File: config.mk
export PLATFORM = sky130hd
export DESIGN_NAME = bbpp_queue
export DESIGN_NICKNAME = d
export VERILOG_FILES = /design/src/hdl/bbpp_pkg.sv /design/src/hdl/bbpp_queue.sv
export SDC_FILE = /design/constraint.sdc
export NUM_CORES = 1
export LEC_CHECK = 0
export ABC_AREA = 1
export BUFFER_PORTS_ARGS = -buffer_cell sky130_fd_sc_hd__buf_2
export CAP_MARGIN = 0
export CORE_ASPECT_RATIO = 1.5
export CORE_MARGIN = 4
export CORE_UTILIZATION = 52
export CTS_CLUSTER_SIZE = 14
export DETAILED_ROUTE_END_ITERATION = 8
export PLACE_DENSITY = 0.79
export SYNTH_ARGS = -nofsm -noshare
export SYNTH_HDL_FRONTEND = slang
export SYNTH_SLANG_ARGS = --single-unit
File: constraint.sdc
create_clock -name i_clk -period 3 [get_ports i_clk]
set_clock_uncertainty 0.1 [all_clocks]
set_input_delay 0 -clock i_clk [delete_from_list [all_inputs] [get_ports i_clk]]
set_output_delay 0 -clock i_clk [all_outputs]
set_load 0.01 [all_outputs]
File: src/hdl/bbpp_pkg.sv
// ---------------------------------------------------------------------------
// bbpp_pkg
// shared types, constants and helpers of the block bitmap piece picker
// ---------------------------------------------------------------------------
package bbpp_pkg;

    localparam int MAX_BLOCKS = 4096;
    localparam int BLK_W      = $clog2(MAX_BLOCKS);
    localparam int CNT_W      = BLK_W + 1;
    localparam int WORD_W     = (MAX_BLOCKS < 64) ? MAX_BLOCKS : 64;
    localparam int BIT_W      = $clog2(WORD_W);
    localparam int ROWS       = MAX_BLOCKS / WORD_W;
    localparam int ROW_W      = (ROWS > 1) ? $clog2(ROWS) : 1;
    localparam int BSZ_W      = 25;
    localparam int MSS_W      = 31;
    localparam int CFG_W      = 31;
    localparam int CIDX_W     = 2;
    localparam int OP_W       = 4;
    localparam int ACC_W      = CNT_W + BSZ_W;
    localparam int QDEPTH     = 2;

    // opcodes
    localparam logic [OP_W-1:0] OP_SET_HAVE   = 4'd0;
    localparam logic [OP_W-1:0] OP_CLR_HAVE   = 4'd1;
    localparam logic [OP_W-1:0] OP_SET_USE    = 4'd2;
    localparam logic [OP_W-1:0] OP_CLR_USE    = 4'd3;
    localparam logic [OP_W-1:0] OP_SET_FILTER = 4'd4;
    localparam logic [OP_W-1:0] OP_CLR_FILTER = 4'd5;
    localparam logic [OP_W-1:0] OP_SET_IGNORE = 4'd6;
    localparam logic [OP_W-1:0] OP_CLR_IGNORE = 4'd7;
    localparam logic [OP_W-1:0] OP_FIRST      = 4'd8;
    localparam logic [OP_W-1:0] OP_SPARSE     = 4'd9;
    localparam logic [OP_W-1:0] OP_INORDER    = 4'd10;

    // configuration register indexes
    localparam logic [CIDX_W-1:0] CFG_BLOCK_COUNT = 2'd0;
    localparam logic [CIDX_W-1:0] CFG_BLOCK_SIZE  = 2'd1;
    localparam logic [CIDX_W-1:0] CFG_MIN_SPLIT   = 2'd2;
    localparam logic [CIDX_W-1:0] CFG_FILTER_ON   = 2'd3;

    typedef enum logic [2:0] {
        K_NONE    = 3'd0,
        K_BIT     = 3'd1,
        K_FIRST   = 3'd2,
        K_SPARSE  = 3'd3,
        K_INORDER = 3'd4
    } t_kind;

    typedef enum logic [1:0] {
        MAP_HAVE   = 2'd0,
        MAP_USE    = 2'd1,
        MAP_FILTER = 2'd2,
        MAP_IGNORE = 2'd3
    } t_map;

    typedef struct packed {
        logic [CNT_W-1:0] block_count;
        logic [BSZ_W-1:0] block_size;
        logic [MSS_W-1:0] min_split;
        logic             filter_on;
    } t_cfg;

    typedef struct packed {
        t_kind            kind;
        t_map             map;
        logic             set_val;
        logic             in_range;
        logic [BLK_W-1:0] idx;
        logic [CNT_W-1:0] end_idx;
    } t_cmd;

    // block count clamped to the map depth
    function automatic logic [CNT_W-1:0] nblocks(input logic [CNT_W-1:0] cnt);
        logic [CNT_W-1:0] lim;
        lim = CNT_W'(MAX_BLOCKS);
        return (cnt > lim) ? lim : cnt;
    endfunction

endpackage

File: src/hdl/bbpp_queue.sv
// ---------------------------------------------------------------------------
// bbpp_queue
// short command queue between front and back end
// ---------------------------------------------------------------------------
module bbpp_queue (
    input  logic           i_clk,
    input  logic           i_rst_n,
    input  logic           i_push,
    input  bbpp_pkg::t_cmd i_cmd,
    input  logic           i_pop,
    output logic           o_valid,
    output logic           o_full,
    output bbpp_pkg::t_cmd o_cmd
);
    import bbpp_pkg::*;

    localparam int PTR_W = $clog2(QDEPTH);

    t_cmd               r_slot [QDEPTH];
    logic [PTR_W-1:0]   r_wptr, r_rptr;
    logic [PTR_W:0]     r_cnt;
    logic [PTR_W-1:0]   n_wptr, n_rptr;
    logic [PTR_W:0]     n_cnt;

    always_comb begin
        n_wptr = r_wptr;
        n_rptr = r_rptr;
        n_cnt  = r_cnt;
        if (i_push) begin
            n_wptr = r_wptr + 1'b1;
        end
        if (i_pop) begin
            n_rptr = r_rptr + 1'b1;
        end
        if (i_push && !i_pop) begin
            n_cnt = r_cnt + 1'b1;
        end else if (!i_push && i_pop) begin
            n_cnt = r_cnt - 1'b1;
        end
    end

    always_ff @(posedge i_clk) begin
        if (!i_rst_n) begin
            r_wptr <= '0;
            r_rptr <= '0;
            r_cnt  <= '0;
        end else begin
            r_wptr <= n_wptr;
            r_rptr <= n_rptr;
            r_cnt  <= n_cnt;
        end
        if (i_push) begin
            r_slot[r_wptr] <= i_cmd;
        end
    end

    assign o_valid = (r_cnt != '0);
    assign o_full  = (r_cnt == (PTR_W+1)'(QDEPTH));
    assign o_cmd   = r_slot[r_rptr];
endmodule

==> flow_summary.toml <==
[outcome]
status = "finished clean"

[worst_setup_path]
critPathRequiredTime_ns = 2.90
worstSetupPathType = "reg -> out"
cp_data_arrival_time_ns = 1.96
cp-end-kind = "primary output"
ff2ff_path_depth = 5
rrSetupSlack_ns = 1.12
worstPathMaxFanout = 23
r2r_end = "r_wptr"
r2r_start = "r_wptr"
start_kind = "flip-flop"

[timing]
fin_crit_sh_pct = 68.7
setup-violations-final = 0
hold_viol_final = 0
drv_slew = 0
fin_setup_tns_ns = 0
slew_headroom_pct = 37.8
fmax_mhz = 485
holdWs_ns = 0.297
fin_crit_ns = 2.06
tightest_slew_ns = 0.930
rsz0062_at_grt = "false"
setup_slack_ns = 0.940

[global_route]
grt_pass1_vias = 1621
grt_overflow = 0
grt_pass1_wl_mm = 7.71
grt_max_degree = 33
antenna_found_initial = 0
grt_util_all_layers_pct = 17.0

[cts]
clkTransAtPathRegs_ns = 0.07
clkLatencyLatePin_ns = 0.33
cts_root_buf = "clkbuf_8"
numClockSinks = 69
clockBufferDepth = 2
post_cts_buffers = 0
htreeDepth = 3
cts_inserted_buffers = 9
cts_tree = "yes"

[hold_path]
min_to = "r_slot[0][21]"
hp-start = "i_cmd[21]"
min_path_cells = 2
holdCritPathClass = "in -> reg"

[logic_synthesis]
yosys.area.top_type = "edfxtp_1"
synth_warnings = 0
yosysTopAreaCellShare_pct = 71.3
synthCells = 135
synth_area_um2 = 2690
synth_area_per_cell_um2 = 20.0
syn-num-nets = 172
synth-seq-cells = 69
synthTopCellsByArea = "edfxtp_1 71%, mux2_4 17%, dfxtp_1 3.7%"
synth_cell_type_count = 14
yosysSeqAreaShare_pct = 75.1

[floorplanning]
dieArea_um2 = 6420
die_h_um = 96.2
die_w_um = 66.8
core_um2 = 4930
ios = 70
start_util_pct = 54.7
rows = 31

[routing]
drc = 0
drtIter0Drc = 59
via_per_inst = 4.76
vias = 1529
routed_wl_mm = 4.89
ant_nets = 0
wl_per_cell_um = 15.2
first_pass_iters = 4

[power]
p_leak_nw = 1.50
powerDensity_nw_per_um2 = 573
ir_drop_mv = 0.456

[place]
post-place-ws_ns = 1.23
portBuffers = 69
place_area_um2 = 3070
hpwl_mm = 2.93
gp_congestion = 0.656

[final_layout]
post-route-cell-area_um2 = 3630
antennaDiodeCount = 0
drive_above_1_share_pct = 45.9
area_growth_pct = 34.6
final_nets = 287

[job]
maxCapViolations = 0
-- cells in the mapped netlist --
library cell and count:
edfxtp_1 64, mux2_4 30, nand2_1 9, inv_1 8, nor2_1 8, dfxtp_1 5, buf_12 3, mux2_2 2
a21oi_1 1, buf_6 1, ha_1 1, nand3_1 1, nand4_1 1, o21ai_0 1
-- per-layer routing --
layer | share of wire (%) | GRT usage [%]
met4 | 2.6 | 9.32
met3 | 5.7 | 5.02
met1 | 37 | 18.2
met5 | 0 | 0
met2 | 55 | 29.5
-- stage by stage --
stage               total power, mW  cells  util, %
global placement               1.37    268     62.4
finish                         2.08    321     73.6
floorplan                      1.30    135        -
detailed placement             1.38    268     62.4
global route                   2.17    321     73.6
CTS                            2.10    321     73.6
-- how the worst max path moves through the flow --
stage / end / slack (ns) / depth (start not counted)
after floorplan: r_slot[0][0] / 0.80 / 1
after global placement: r_slot[1][18] / 1.26 / 3
after detailed placement: r_slot[1][2] / 1.23 / 3
after CTS: o_cmd[4] / 0.89 / 3
after global routing: o_cmd[4] / 0.84 / 3
final: o_cmd[4] / 0.94 / 3
-- worst max-delay path: stages, from the launching register on --
cell and delay, ns:
dfxtp_2 0.81, buf_4 0.35, mux2_4 0.32, buf_2 0.15
-- area by class of cell --
| type | count | area [um2] |
|---|---|---|
| Tap cell | 66 | 82.6 |
| Inverter | 8 | 30.0 |
| Fill cell | 318 | 1300 |
| Clock buffer | 10 | 128 |
| Sequential cell | 69 | 2020 |
| Multi-Input combinational cell | 54 | 578 |
| Timing Repair Buffer | 108 | 731 |
| Clock inverter | 6 | 53.8 |
-- cell families after synthesis --
family                   after synthesis  synth area share (%)
buffers and inverters                 12                  3.76
flip-flops                            69                  75.1
AO/OA/AOI/OAI                          2                 0.371
AND/OR/NAND/NOR                       19                  2.79
multiplexers                          32                  17.6
adder cells (fa/ha/maj)                1                 0.464
-- power by group --
group          internal (mW)  leakage [nW]  total (mW)  switching [mW]
registers               1.11         0.643        1.14          0.0267
clock network          0.374        0.0888       0.684           0.311
logic                  0.146         0.769       0.256           0.110
-- registers in the layout, summed over array words and instances (netlist names), named ones only --
register	flops
r_slot	64
r_cnt	2
r_rptr	1
r_wptr	1
-- cells in the final DEF (no fill, tap or decap) --
cell type	instances
clkbuf_8	9
nand2_1	9
edfxtp_1	64
nor2_4	1
nand4_1	1
mux2_2	2
clkinvlp_4	1
mux2_4	30
clkinv_2	1
dfxtp_1	4
buf_2	69
ha_1	1
buf_4	2
dlygate4sd3_1	37
dfxtp_2	1
o21ai_0	1
clkinv_1	3
clkbuf_1	1
nor2_1	7
nand3_1	1
inv_1	8
bufinv_16	1
a21oi_1	1
-- what timing repair did --
| action | 4_1_cts | 5_1_grt |
|---|---|---|
| hold buffers | 37 | 0 |
| hold endpoints to repair | 69 | 0 |
| resized for setup | 0 | 0 |
No activity file was read; power rests on OpenSTA's default activity.
