===== src/hdl/bbpp_pkg.sv =====
// ---------------------------------------------------------------------------
// bbpp_pkg
// shared types, constants and helpers of the block bitmap piece picker
// ---------------------------------------------------------------------------
package bbpp_pkg;

    localparam int MAX_BLOCKS = 4096;
    localparam int BLK_W      = $clog2(MAX_BLOCKS);
    localparam int CNT_W      = BLK_W + 1;
    localparam int WORD_W     = (MAX_BLOCKS < 64) ? MAX_BLOCKS : 64;
    localparam int BIT_W      = $clog2(WORD_W);
    localparam int ROWS       = MAX_BLOCKS / WORD_W;
    localparam int ROW_W      = (ROWS > 1) ? $clog2(ROWS) : 1;
    localparam int BSZ_W      = 25;
    localparam int MSS_W      = 31;
    localparam int CFG_W      = 31;
    localparam int CIDX_W     = 2;
    localparam int OP_W       = 4;
    localparam int ACC_W      = CNT_W + BSZ_W;
    localparam int QDEPTH     = 2;

    // opcodes
    localparam logic [OP_W-1:0] OP_SET_HAVE   = 4'd0;
    localparam logic [OP_W-1:0] OP_CLR_HAVE   = 4'd1;
    localparam logic [OP_W-1:0] OP_SET_USE    = 4'd2;
    localparam logic [OP_W-1:0] OP_CLR_USE    = 4'd3;
    localparam logic [OP_W-1:0] OP_SET_FILTER = 4'd4;
    localparam logic [OP_W-1:0] OP_CLR_FILTER = 4'd5;
    localparam logic [OP_W-1:0] OP_SET_IGNORE = 4'd6;
    localparam logic [OP_W-1:0] OP_CLR_IGNORE = 4'd7;
    localparam logic [OP_W-1:0] OP_FIRST      = 4'd8;
    localparam logic [OP_W-1:0] OP_SPARSE     = 4'd9;
    localparam logic [OP_W-1:0] OP_INORDER    = 4'd10;

    // configuration register indexes
    localparam logic [CIDX_W-1:0] CFG_BLOCK_COUNT = 2'd0;
    localparam logic [CIDX_W-1:0] CFG_BLOCK_SIZE  = 2'd1;
    localparam logic [CIDX_W-1:0] CFG_MIN_SPLIT   = 2'd2;
    localparam logic [CIDX_W-1:0] CFG_FILTER_ON   = 2'd3;

    typedef enum logic [2:0] {
        K_NONE    = 3'd0,
        K_BIT     = 3'd1,
        K_FIRST   = 3'd2,
        K_SPARSE  = 3'd3,
        K_INORDER = 3'd4
    } t_kind;

    typedef enum logic [1:0] {
        MAP_HAVE   = 2'd0,
        MAP_USE    = 2'd1,
        MAP_FILTER = 2'd2,
        MAP_IGNORE = 2'd3
    } t_map;

    typedef struct packed {
        logic [CNT_W-1:0] block_count;
        logic [BSZ_W-1:0] block_size;
        logic [MSS_W-1:0] min_split;
        logic             filter_on;
    } t_cfg;

    typedef struct packed {
        t_kind            kind;
        t_map             map;
        logic             set_val;
        logic             in_range;
        logic [BLK_W-1:0] idx;
        logic [CNT_W-1:0] end_idx;
    } t_cmd;

    // block count clamped to the map depth
    function automatic logic [CNT_W-1:0] nblocks(input logic [CNT_W-1:0] cnt);
        logic [CNT_W-1:0] lim;
        lim = CNT_W'(MAX_BLOCKS);
        return (cnt > lim) ? lim : cnt;
    endfunction

endpackage


===== src/hdl/bbpp_front.sv =====
// ---------------------------------------------------------------------------
// bbpp_front
// classifies an incoming beat into a command for the back end
// ---------------------------------------------------------------------------
module bbpp_front (
    input  logic [bbpp_pkg::OP_W-1:0]  i_opcode,
    input  logic [bbpp_pkg::BLK_W-1:0] i_index,
    input  logic [bbpp_pkg::CNT_W-1:0] i_end_index,
    input  bbpp_pkg::t_cfg             i_cfg,
    output bbpp_pkg::t_cmd             o_cmd
);
    import bbpp_pkg::*;

    logic [CNT_W-1:0] nb;

    always_comb begin
        nb              = nblocks(i_cfg.block_count);
        o_cmd.idx       = i_index;
        o_cmd.end_idx   = i_end_index;
        o_cmd.in_range  = ({1'b0, i_index} < nb);
        o_cmd.set_val   = ~i_opcode[0];
        o_cmd.map       = t_map'(i_opcode[2:1]);
        unique case (i_opcode) inside
            [OP_SET_HAVE:OP_CLR_IGNORE]: o_cmd.kind = K_BIT;
            OP_FIRST:                    o_cmd.kind = K_FIRST;
            OP_SPARSE:                   o_cmd.kind = K_SPARSE;
            OP_INORDER:                  o_cmd.kind = K_INORDER;
            default:                     o_cmd.kind = K_NONE;
        endcase
    end
endmodule


===== config.mk =====
export PLATFORM = sky130hd
export DESIGN_NAME = bbpp_front
export DESIGN_NICKNAME = d
export VERILOG_FILES = /design/src/hdl/bbpp_pkg.sv /design/src/hdl/bbpp_front.sv
export SDC_FILE = /design/constraint.sdc
export NUM_CORES = 1
export LEC_CHECK = 0
export BUFFER_PORTS_ARGS = -buffer_cell sky130_fd_sc_hd__clkbuf_2
export CAP_MARGIN = 10
export CORE_MARGIN = 8
export CORE_UTILIZATION = 21
export DETAILED_ROUTE_END_ITERATION = 10
export PLACE_DENSITY = 0.9
export SYNTH_ARGS = -nofsm -noshare
export SYNTH_HDL_FRONTEND = slang
export SYNTH_SLANG_ARGS = --single-unit

===== constraint.sdc =====
create_clock -name vclk -period 1.2
set_input_delay 0.06 -clock vclk [all_inputs]
set_output_delay 0.06 -clock vclk [all_outputs]
set_load 0.005 [all_outputs]

==> results <==
- The via count of the first global-routing pass is 602.
- The wire-length estimate of the detail-placed layout is 1550 µm.
- The number of buffers inserted by port buffering is 48.
- The total wire length after detailed routing is ~1800 µm.
- For this run, design rule violations remaining after detail routing come to 0.
- Summed over all cells, the static leakage comes to 0.413 nW.
- The summed instance area of the synthesized netlist is 541 µm².
- The largest individual stage delay along the critical path comes from the cell ha_4.
- Leaving out fill and tap cells, the most frequent cells in the layout are clkbuf_2 (46), nand2b_1 (7), ha_1 (6).
- The number of maximum-capacitance violations is 0.
- The final-report max-slew violation count is 0.
- Setup repair after global routing could not meet its margin everywhere.
- The growth of design area from synthesis to finish is 42.8%.
- The cell-internal power is about 0.15 mW.
- STA classifies the critical path endpoint as a primary output.
- The average footprint of a synthesized cell is about 7.6 µm².
- The largest voltage drop on the vdd net is 0.000110 V.
- The share of synthesized area in the top cell type comes to 0.375.
- The power density over the cells is 339 nW/µm².
- The number of failing hold endpoints at the final stage was 0.
- In the post-synthesis netlist, the biggest area contributors are buf_4 (38%), ha_1 (25%), nand2b_1 (14%).
- The overall power is around 0.26 mW.
- The count of mapped cells out of synthesis is 71.
- From bottom edge to top edge, the die measures 66.7 µm.
- The critical path arrival is 1.23 ns.
- Once placement completed, the tool counted placed cells totaling 121.
- The congestion estimate from routability-driven global placement came to a little over 0.7.
- The simple-gate share of the synthesized area is 0.229.
- The combinational family with the most area after synthesis is buffers and inverters.
- The top cell family by delay on the critical path is simple AND/OR/NAND/NOR gates.
- For this run, the post-layout net count is 205.
- Of the available clock period, the critical path in the final layout requires 1.07.
- The floorplan die area is roughly 4500 µm².
- STA puts the critical path data required time at 1.14 ns.
- The power share of the sequential group is 0.
- For this block, the initial DRC count from the detailed router was 10.
- buf_4 takes more of the synthesized area than any other cell.
- The synthesized-area fraction occupied by ao, oa, aoi and oai cells came to 0.127.
- Setup violations remaining at the end of the flow were counted as 1.
- The proportion of total power due to net switching is 0.430.
- After floorplanning, the core was divided into 18 placement rows.
- The number of iterations in the first detailed-routing pass is 3.
- The mux contribution to synthesized area is 0.
- The filler cells instantiated in the layout total 260.
- The netlist uses 17 different library cells.
- Timing would allow up to 777 MHz.
- The clock tree buffer count of the final layout is 0.
- The flip-flop and latch count is 0.
- The wire length of the first global-routing pass is approximately 2800 µm.
- The warning count from the yosys run is 0.
- The post-route worst hold slack is roughly 0.12 ns.
- The type of the worst min-delay path is input pin to primary output.
- The analysis attributes to net switching a power of between 0.1 and 0.15 mW.
- The effective utilization at floorplan is 0.220.
- The final reports fail on setup timing.
- The number of nets in the synthesized netlist is 181.
- Traced cell by cell, the critical path runs through clkbuf_16 > nand2b_4 > ha_4 > and3_4 > o2111ai_2 > a21oi_2 > o21ai_1 > buf_2.
- The number of antenna violations at the first check in global routing is 0.
- The final cell count without fillers is 123.
- The share of total power dissipated in the clock network is 0.
- Along the worst path, the maximum fanout reaches 6.
- The I/O pin count is 131.
- The largest incremental delay on the critical path is approximately 0.26 ns.
- The final critical path time including I/O delays and setup is 1.29 ns.
- The worst setup path is launched from an input pin.
- The largest net degree at the start of global routing is 7.
- The sequential fraction of the synthesis area is 0.
- Of the total synthesized cell area, the portion taken by full adders, half adders and majority gates is 0.255.
- The worst path setup slack after routing is -0.0871 ns.
- Of the total power, combinational logic draws 1.000.
- In the final layout, the share of cells above drive strength 1 is 0.699.
- In this run the horizontal extent of the chip is 66.7 µm.
- The number of buffers and inverters on the critical path is 2.
- Once detail routing completed, the nets flagged for antenna violations numbered 0.
- The number of hold-repair buffers added at the cts stage is 0.
- The region available for standard cell placement spans 2450 µm².
- Leaving out fill and tap cells, the most frequent cell in the layout is clkbuf_2.
- The sequential cell area is 0 µm².
- At the end of the flow the core is filled with cells to 0.314.
- In this run the tightest slew margin relative to its limit is 0.837.
- The count of antenna diodes in the layout is 0.
- The xor and xnor area share after synthesis is 0.
- The slew of the pin with the lowest slew margin is 0.241 ns.
- The run finished, with violations left.
- The remaining global-route overflow is 0.
- The final routed wire length divided by cell count is 14.8 µm.
- The overall via count from detail_route is approximately 500.
- The aggregate global-route resource usage is 0.0776.
- The type of the worst setup path is input pin to primary output.
- Using the TritonRoute via totals, the vias-per-cell ratio works out to 4.18.
final timing paths:
check,start,endpoint,cells after the start
worst max-delay path,i_cfg[69],o_cmd[25],8
worst min-delay path,i_end_index[11],o_cmd[11],0
Yosys cell counts, drive strengths merged:
cell type  count
a21o           3
a21oi          4
and3           1
buf           27
clkbuf         1
ha            11
inv            1
nand2          3
nand2b        12
nand3          2
nor2           1
nor3b          1
nor4bb         1
o2111ai        1
o21ai          1
o221ai         1
per-layer routing:
metal / global-route usage / part of all wire / up-vias / routed length [µm]
met4: 0.0133 / 0.0022 / 0 / 4
met3: 0.0352 / 0.16 / 2 / 288
met5: 0 / 0 / - / 0
met1: 0.0932 / 0.37 / 212 / 672
li1: - / - / 260 / -
met2: 0.124 / 0.47 / 40 / 856
layout make-up:
cell class | instances | area [µm²] | area share
Inverter | 1 | 3.75 | 0.00486
Multi-Input combinational cell | 42 | 449 | 0.582
Tap cell | 30 | 37.5 | 0.0486
Timing Repair Buffer | 50 | 282 | 0.365
cells by family after synthesis:
group / count (synthesis)
compound gates: 10
buf+inv: 29
fa+ha+maj: 11
simple gates: 21
through the flow:
step	setup WS [ns]	setup TNS (ns)	area (µm²)
3_5_place_dp	-0.241	-0.241	612
5_1_grt	-0.183	-0.183	772
3_3_place_gp	-0.170	-0.170	612
4_1_cts	-0.0884	-0.0884	747
2_1_floorplan	0.0121	0	542
6_report	-0.0871	-0.0871	772
power groups by stage:
stage	Clock, mW	Combinational, mW	Sequential [mW]
finish	0	0.262	0
global placement	0	0.190	0
global route	0	0.300	0
CTS	0	0.253	0
floorplan	0	0.158	0
detailed placement	0	0.197	0
timing repair:
action                     CTS  global route
setup buffers                1             0
pin swaps                   12             5
resized for setup           15             3
gates cloned                 1             0
setup endpoints to repair    1             1
(Power assumes the default switching activity.)
